==> src/rtl/lgr_pkg.sv <==
// shared types and constants for the two-point linear gradient ramp
// no dependencies; imported by all other rtl files but lgr_pix_if
`timescale 1ns / 1ps
`default_nettype none

package lgr_pkg;

  localparam int FRAC_BITS     = 16;
  localparam int LANE_BITS     = 16;
  localparam int NUM_LANES     = 4;
  localparam int CFG_IDX_BITS  = 3;
  localparam int CFG_DATA_BITS = 64;

  localparam logic [CFG_IDX_BITS-1:0] REG_START_X     = 3'd0;
  localparam logic [CFG_IDX_BITS-1:0] REG_START_Y     = 3'd1;
  localparam logic [CFG_IDX_BITS-1:0] REG_END_X       = 3'd2;
  localparam logic [CFG_IDX_BITS-1:0] REG_END_Y       = 3'd3;
  localparam logic [CFG_IDX_BITS-1:0] REG_START_COLOR = 3'd4;
  localparam logic [CFG_IDX_BITS-1:0] REG_END_COLOR   = 3'd5;

  // which colour a channel takes
  typedef enum logic [1:0] {
    SEL_START,
    SEL_END,
    SEL_MIX
  } lgr_sel_e;

  typedef struct packed {
    lgr_sel_e sel;
    logic     degen;
  } lgr_ctl_t;

endpackage

`default_nettype wire

==> src/rtl/lgr_divider.sv <==
// pipelined restoring divider, one quotient bit per stage, FRAC_BITS stages
// gives floor(num * 2^FRAC_BITS / den) for num < den; depends on lgr_pkg
`timescale 1ns / 1ps
`default_nettype none

module lgr_divider #(
  parameter int DEN_BITS = 32
) (
  input  wire logic                          clk_i,
  input  wire logic                          rst_ni,
  input  wire logic                          en_i,
  input  wire logic                          vld_i,
  input  wire logic [DEN_BITS-1:0]           num_i,
  input  wire logic [DEN_BITS-1:0]           den_i,
  input  wire lgr_pkg::lgr_ctl_t             ctl_i,
  output logic                               vld_o,
  output logic [lgr_pkg::FRAC_BITS-1:0]      quo_o,
  output lgr_pkg::lgr_ctl_t                  ctl_o
);
  import lgr_pkg::*;

  logic [DEN_BITS-1:0]  rem_q [FRAC_BITS];
  logic [DEN_BITS-1:0]  den_q [FRAC_BITS];
  logic [FRAC_BITS-1:0] quo_q [FRAC_BITS];
  lgr_ctl_t             ctl_q [FRAC_BITS];
  logic [FRAC_BITS-1:0] vld_q;

  logic [DEN_BITS-1:0]  rem_in [FRAC_BITS];
  logic [DEN_BITS-1:0]  den_in [FRAC_BITS];
  logic [FRAC_BITS-1:0] quo_in [FRAC_BITS];
  lgr_ctl_t             ctl_in [FRAC_BITS];
  logic [FRAC_BITS-1:0] vld_in;
  logic [DEN_BITS:0]    rem_sh [FRAC_BITS];
  logic [DEN_BITS:0]    rem_sub [FRAC_BITS];
  logic [DEN_BITS-1:0]  rem_d [FRAC_BITS];
  logic [FRAC_BITS-1:0] quo_d [FRAC_BITS];

  always_comb begin
    rem_in[0] = num_i;
    den_in[0] = den_i;
    quo_in[0] = '0;
    ctl_in[0] = ctl_i;
    vld_in[0] = vld_i;
    for (int k = 1; k < FRAC_BITS; k++) begin
      rem_in[k] = rem_q[k-1];
      den_in[k] = den_q[k-1];
      quo_in[k] = quo_q[k-1];
      ctl_in[k] = ctl_q[k-1];
      vld_in[k] = vld_q[k-1];
    end
    for (int k = 0; k < FRAC_BITS; k++) begin
      rem_sh[k]  = {rem_in[k], 1'b0};
      rem_sub[k] = rem_sh[k] - {1'b0, den_in[k]};
      if (rem_sh[k] >= {1'b0, den_in[k]}) begin
        rem_d[k] = rem_sub[k][DEN_BITS-1:0];
        quo_d[k] = {quo_in[k][FRAC_BITS-2:0], 1'b1};
      end else begin
        rem_d[k] = rem_sh[k][DEN_BITS-1:0];
        quo_d[k] = {quo_in[k][FRAC_BITS-2:0], 1'b0};
      end
    end
  end

  always_ff @(posedge clk_i or negedge rst_ni) begin
    if (!rst_ni) begin
      vld_q <= '0;
    end else if (en_i) begin
      vld_q <= vld_in;
    end
  end

  always_ff @(posedge clk_i) begin
    if (en_i) begin
      for (int k = 0; k < FRAC_BITS; k++) begin
        rem_q[k] <= rem_d[k];
        den_q[k] <= den_in[k];
        quo_q[k] <= quo_d[k];
        ctl_q[k] <= ctl_in[k];
      end
    end
  end

  assign vld_o = vld_q[FRAC_BITS-1];
  assign quo_o = quo_q[FRAC_BITS-1];
  assign ctl_o = ctl_q[FRAC_BITS-1];

endmodule

`default_nettype wire

==> config.mk <==
export PLATFORM = sky130hd
export DESIGN_NAME = lgr_divider
export DESIGN_NICKNAME = d
export VERILOG_FILES = /design/src/rtl/lgr_pkg.sv /design/src/rtl/lgr_divider.sv
export SDC_FILE = /design/constraint.sdc
export NUM_CORES = 2
export LEC_CHECK = 0
export ABC_AREA = 1
export BUFFER_PORTS_ARGS = -buffer_cell sky130_fd_sc_hd__buf_2
export CORE_ASPECT_RATIO = 0.5
export CORE_UTILIZATION = 65
export CTS_CLUSTER_DIAMETER = 150
export DETAILED_ROUTE_END_ITERATION = 8
export HOLD_SLACK_MARGIN = 0.08
export PLACE_DENSITY = 0.82
export SYNTH_ARGS = -nofsm -noshare
export SYNTH_HDL_FRONTEND = slang
export SYNTH_SLANG_ARGS = --single-unit
export TNS_END_PERCENT = 1
==> constraint.sdc <==
create_clock -name clk_i -period 3.1 [get_ports clk_i]
set_clock_uncertainty 0.2 [all_clocks]
set_input_delay 0.62 -clock clk_i [delete_from_list [all_inputs] [get_ports clk_i]]
set_output_delay 0.62 -clock clk_i [all_outputs]
set_load 0.02 [all_outputs]
# Yosys cells after proc, flatten, opt, wreduce, memory -nomap -nowiden
# Memories as Yosys holds them, arrays and structs flattened.
# Index checks and enable logic that the tools add are counted.
[op_classes] add_sub_neg=16 order_cmp=16 muxes=34
[ops] operator="$ge A33 B32 Y1" n=16
[ops] operator="$mux W32" n=16
[ops] operator="$sub A32 B32 Y32" n=16
[ops] operator="$mux W1" n=18
[totals] register_bits=16 ram_bits=1328 input_bits=71 out_inout_bits=20 word_cells=71 mem_count=4
[mem_list] memory="den_q" words=16 word_bits=32 read_ports=15 rd_clocked_by_memory_dff=0 wr=16 line="lgr_divider.sv:23" text="logic [DEN_BITS-1:0] den_q [FRAC_BITS];"
[mem_list] memory="rem_q" words=16 word_bits=32 read_ports=15 rd_clocked_by_memory_dff=0 wr=16 line="lgr_divider.sv:22" text="logic [DEN_BITS-1:0] rem_q [FRAC_BITS];"
[mem_list] memory="quo_q" words=16 word_bits=16 read_ports=16 rd_clocked_by_memory_dff=0 wr=16 line="lgr_divider.sv:24" text="logic [FRAC_BITS-1:0] quo_q [FRAC_BITS];"
[mem_list] memory="ctl_q" words=16 word_bits=3 read_ports=16 rd_clocked_by_memory_dff=0 wr=16 line="lgr_divider.sv:25" text="lgr_ctl_t ctl_q [FRAC_BITS];"

# Longest topological paths before layout
# An unclocked memory read counts as a cell.
[logic_depth] depth_word=3 mapped_depth=17 mapped_depth_nobuf=15

# Worst setup path after synthesis
# OpenSTA, ideal clock, no wires.
[synth_path] path_type="in2reg" startpoint="input port den_i[28]" endpoint="memory rem_q[0][24] (data pin)" t_arrival_ps=1940 path_slack_ps=707 path_stages=13 cell_sequence="inv_1 -> ha_1 -> nand2_1 -> inv_1 -> nand2_1 -> nand2_1 -> a21oi_1 -> nand2_1 -> nor2_2 -> nand2_4 -> buf_8 -> nand3_2 -> nand2_1"
[synth_lines] item="from (decl)" line="lgr_divider.sv:14" text="input wire logic [DEN_BITS-1:0] den_i,"
[synth_lines] item="to (decl)" line="lgr_divider.sv:22"

==> tab_implementation.tex <==
\begin{tabular}{lr}
\hline
Metric & Value \\
\hline
\multicolumn{2}{l}{\textbf{Outcome}} \\
Run status & finished clean \\
\multicolumn{2}{l}{\textbf{Clock network}} \\
Clock tree from TritonCTS & yes \\
CTS root buf & clkbuf\_16 \\
Clock sink count & 1160 \\
Deepest level of the CTS H-tree & 3 \\
Clock-pin slew on the worst setup and hold paths & approximately 0.070 ns \\
Maximum count of clock buffers along a single path & 3 \\
Setup fix buffers added after clock tree synthesis & 0 \\
Later-pin clock latency in the skew report & 0.76 ns \\
CTS buffer count & 105 \\
\multicolumn{2}{l}{\textbf{Logic synthesis}} \\
Number of standard cells after synthesis & 11100 \\
Compound-cell area share of the yosys netlist & 2.49\% \\
Area share of fa/ha/maj cells after synthesis & under 10\% \\
Syn nets & between 10000 and 15000 \\
Netlist area before placement & 82800 µm² \\
Per-instance average area after synthesis & 7.47 µm² \\
Post-synthesis share of cell area spent on and, or, nand and nor gates & 33.4\% \\
Mux contribution to synthesized area & 0.0272\% \\
Largest family of logic cells by synthesized area & simple AND/OR/NAND/NOR gates \\
Register area share after synthesis & 42.0\% \\
Synth cell types & 39 \\
FF+latch count, synth & 1160 \\
Number of warnings reported in the yosys synthesis log & 0 \\
Post-synthesis xor/xnor area fraction & 2.22\% \\
\multicolumn{2}{l}{\textbf{Global routing}} \\
First-pass GRT wire length & 386000 µm \\
Via count of the first global-routing pass & 73400 \\
Met1 usage in global routing & 36.2\% \\
Initial antenna violation count & 3 \\
Total congestion overflow after global routing & 0 \\
Pin count of the biggest net entering global routing & 94 \\
Met2 usage & 74.1\% \\
Global-route total usage across every layer & 39.2\% \\
Met3 track demand over resource & roughly 5.6\% \\
Peak-usage layer in the global routing report & met2 \\
\multicolumn{2}{l}{\textbf{Worst setup path}} \\
Most numerous cell on the critical path & nand2\_1 \\
Buf+Inv Stages, Crit Path & 1 \\
Worst-case reg-to-reg path depth & 10 \\
Crit end category & flip-flop \\
Reg2reg start & den\_q[1][163]\$\_DFFE\_PP\_ \\
Destination of the worst register-to-register timing path & rem\_q[1][216]\$\_DFFE\_PP\_ \\
Critical path type & flip-flop to flip-flop \\
R2r setup slk & 0.03 ns \\
WP data arrival & 3.39 ns \\
Kind of cell with the highest combined delay on the critical path & simple AND/OR/NAND/NOR gates \\
Biggest fanout along the worst timing path & 6 \\
Worst endpoint required time & $\sim$3.4 ns \\
Startpoint class of the critical path & flip-flop \\
CP max stage delay & 0.43 ns \\
Slowest cell on the critical path & edfxtp\_1 \\
Ordered cell list for the critical path & inv\_1, ha\_2, nand2\_1, nand3\_1, nand2\_1, nand3\_1, nand2\_1, nand4\_1, nand3\_2, nand2\_1 \\
\multicolumn{2}{l}{\textbf{Floorplanning}} \\
Boundary Pins & 91 \\
Die boundary width & 507 µm \\
Die boundary height & 254 µm \\
Starting density of the core & 65.6\% \\
Area of the core & roughly 130000 µm² \\
Area enclosed by the die boundary & about 130000 µm² \\
Number of placement rows & 92 \\
\multicolumn{2}{l}{\textbf{Route}} \\
Number of detailed-route iterations in the first pass & 7 \\
Vias per inst & 5.52 \\
DRC violations left & 0 \\
Total length of routed wires & 253000 µm \\
DR iter-0 viols & approximately 6500 \\
Routed WL per cell & 19.2 µm \\
ANT nets after route & 0 \\
Via total after detailed routing & 72600 \\
\multicolumn{2}{l}{\textbf{Layout}} \\
Utilization after layout & between 70\% and 80\% \\
Layout cells sized above 1 & 6.66\% \\
Layout Area Growth over Synthesis & 8.97\% \\
Final \#Nets & around 12000 \\
\multicolumn{2}{l}{\textbf{STA}} \\
Period utilisation layout & 99.1\% \\
Worst slew pin tran & between 0.7 and 0.8 ns \\
Count of endpoints failing hold in the final timing report & 0 \\
Setup violators final & 0 \\
Headroom to the max-slew limit & about half \\
Final critical-path required period & slightly above 3 ns \\
RSZ-0062 raised after global routing & false \\
Highest attainable clock frequency & 325 MHz \\
Fin Setup TNS & 0 ns \\
Number of max-slew violations in the final report & 0 \\
\multicolumn{2}{l}{\textbf{Placement}} \\
Routability Congestion & slightly above 1 \\
Count of port buffers added during placement & 90 \\
Placed wire-length estimate after detailed placement & 200000 µm \\
\multicolumn{2}{l}{\textbf{Worst hold path}} \\
Class of the tightest hold or removal check & input port to async pin \\
\multicolumn{2}{l}{\textbf{Power and ir drop}} \\
Pwr/cell area & about 960 nW/µm² \\
Peak supply drop & about 0.60 mV \\
Static Leakage & 0.0475 µW \\
\multicolumn{2}{l}{\textbf{Flow run}} \\
\# Max-Cap Violations & 0 \\
\hline
\end{tabular}
-- worst max path at each step --
stage,startpoint,end,depth (start not counted)
final,den_q[1][163]$_DFFE_PP_,rem_q[1][216]$_DFFE_PP_,10
after global routing,rem_q[0][226]$_DFFE_PP_,rem_q[1][30]$_DFFE_PP_,13
after CTS,rem_q[0][226]$_DFFE_PP_,rem_q[1][20]$_DFFE_PP_,13
after detailed placement,den_i[27],rem_q[0][1]$_DFFE_PP_,13
after global placement,den_i[27],rem_q[0][1]$_DFFE_PP_,13
after floorplan,den_i[28],rem_q[0][24]$_DFFE_PP_,13
-- logic make-up (layout without fill, tap and decap cells) --
logic type,count (synthesis),count (layout)
AND/OR/NAND/NOR,6344,6344
multiplexers,2,2
other,0,2
XOR/XNOR,210,210
AO/OA/AOI/OAI,397,397
adder cells (fa/ha/maj),526,526
buffers and inverters,2434,2814
flip-flops,1160,1160
-- report_power, final --
group	internal, µW	switching [µW]	leakage, µW
logic	15100	32000	0.0344
registers	23000	2500	0.0114
clock network	7370	6540	0.00172
total	45400	41100	0.0475
-- stage by stage --
stage               instance area, µm²  hold WS [ns]  worst slack [ns]  total power, µW  cells
global placement                 85900         0.200             0.125            69600  12900
finish                           90200         0.142            0.0265            86500  13100
detailed placement               85900         0.205            0.0923            71000  12900
global route                     90200         0.144            0.0609            92000  13100
CTS                              90200         0.104             0.209            85100  13100
floorplan                        82800         0.124             0.707            57600  11100
-- sequential cells by signal, summed over array words and instances, names as in the netlist --
signal	count
vld_q	16
quo_q	136
den_q	480
ctl_q	48
rem_q	480
-- Yosys cell counts, drive strengths merged --
library cell	n	area share, %
o21bai	6	0.054
inv	2288	10
nor2	616	3.0
and3	1	0.0076
or2	6	0.045
nand3	927	6.5
o21ai	29	0.18
o21ba	1	0.012
nand2	4331	20
xnor2	15	0.16
and2	124	0.94
mux2	2	0.027
edfxtp	1144	42
nand3b	155	1.4
xor2	195	2.1
nand4	50	0.38
a21o	19	0.17
ha	511	7.7
dfrtp	16	0.48
nor3	134	0.94
a21oi	342	2.1
clkbuf	6	0.032
buf	140	1.3
fa	15	0.36
-- routing by layer --
metal / wire, µm / part of all wire (%)
met1: 81900 / 32
met5: 14 / 0.0055
met4: 27200 / 11
met2: 130000 / 51
met3: 14000 / 5.5
-- placed cells by master, fill, tap and decap left out, types with 7 or more instances in the layout --
| cell type | n |
|---|---|
| and2_1 | 124 |
| clkinvlp_4 | 11 |
| buf_12 | 35 |
| buf_4 | 136 |
| nand2_4 | 18 |
| dfrtp_1 | 16 |
| ha_1 | 509 |
| a21oi_1 | 341 |
| nor3_1 | 113 |
| nand2_8 | 9 |
| inv_2 | 11 |
| nor3_2 | 21 |
| bufinv_16 | 12 |
| inv_6 | 14 |
| fa_1 | 15 |
| xnor2_1 | 15 |
| inv_1 | 2276 |
| clkbuf_1 | 7 |
| edfxtp_1 | 1144 |
| clkinv_2 | 16 |
| buf_2 | 89 |
| nand4_1 | 50 |
| nand2_1 | 4250 |
| nand3b_1 | 155 |
| clkbuf_16 | 105 |
| dlygate4sd3_1 | 68 |
| nand2_2 | 54 |
| nor2_2 | 41 |
| xor2_1 | 195 |
| o21ai_0 | 29 |
| nand3_2 | 154 |
| nor2_1 | 564 |
| clkinv_1 | 20 |
| nor2_4 | 11 |
| nand3_1 | 773 |
| a21o_1 | 19 |
-- timing repair --
action                                 CTS  global route
resized for setup                        0             2
endpoints found under the hold margin   93             0
setup endpoints to repair                0            32
hold buffers                            68             0
-- cell type report --
class | count | area [µm²]
diodes | 2 | 5.00
clock buffers | 113 | 2670
clock inverters | 84 | 906
fillers | 9871 | 36000
inverters | 2288 | 8590
multi-input cells | 7479 | 38300
flip-flops and latches | 1160 | 34800
well taps | 1692 | 2120
repair buffers | 329 | 2860
Power figures use the tool's default switching activity.
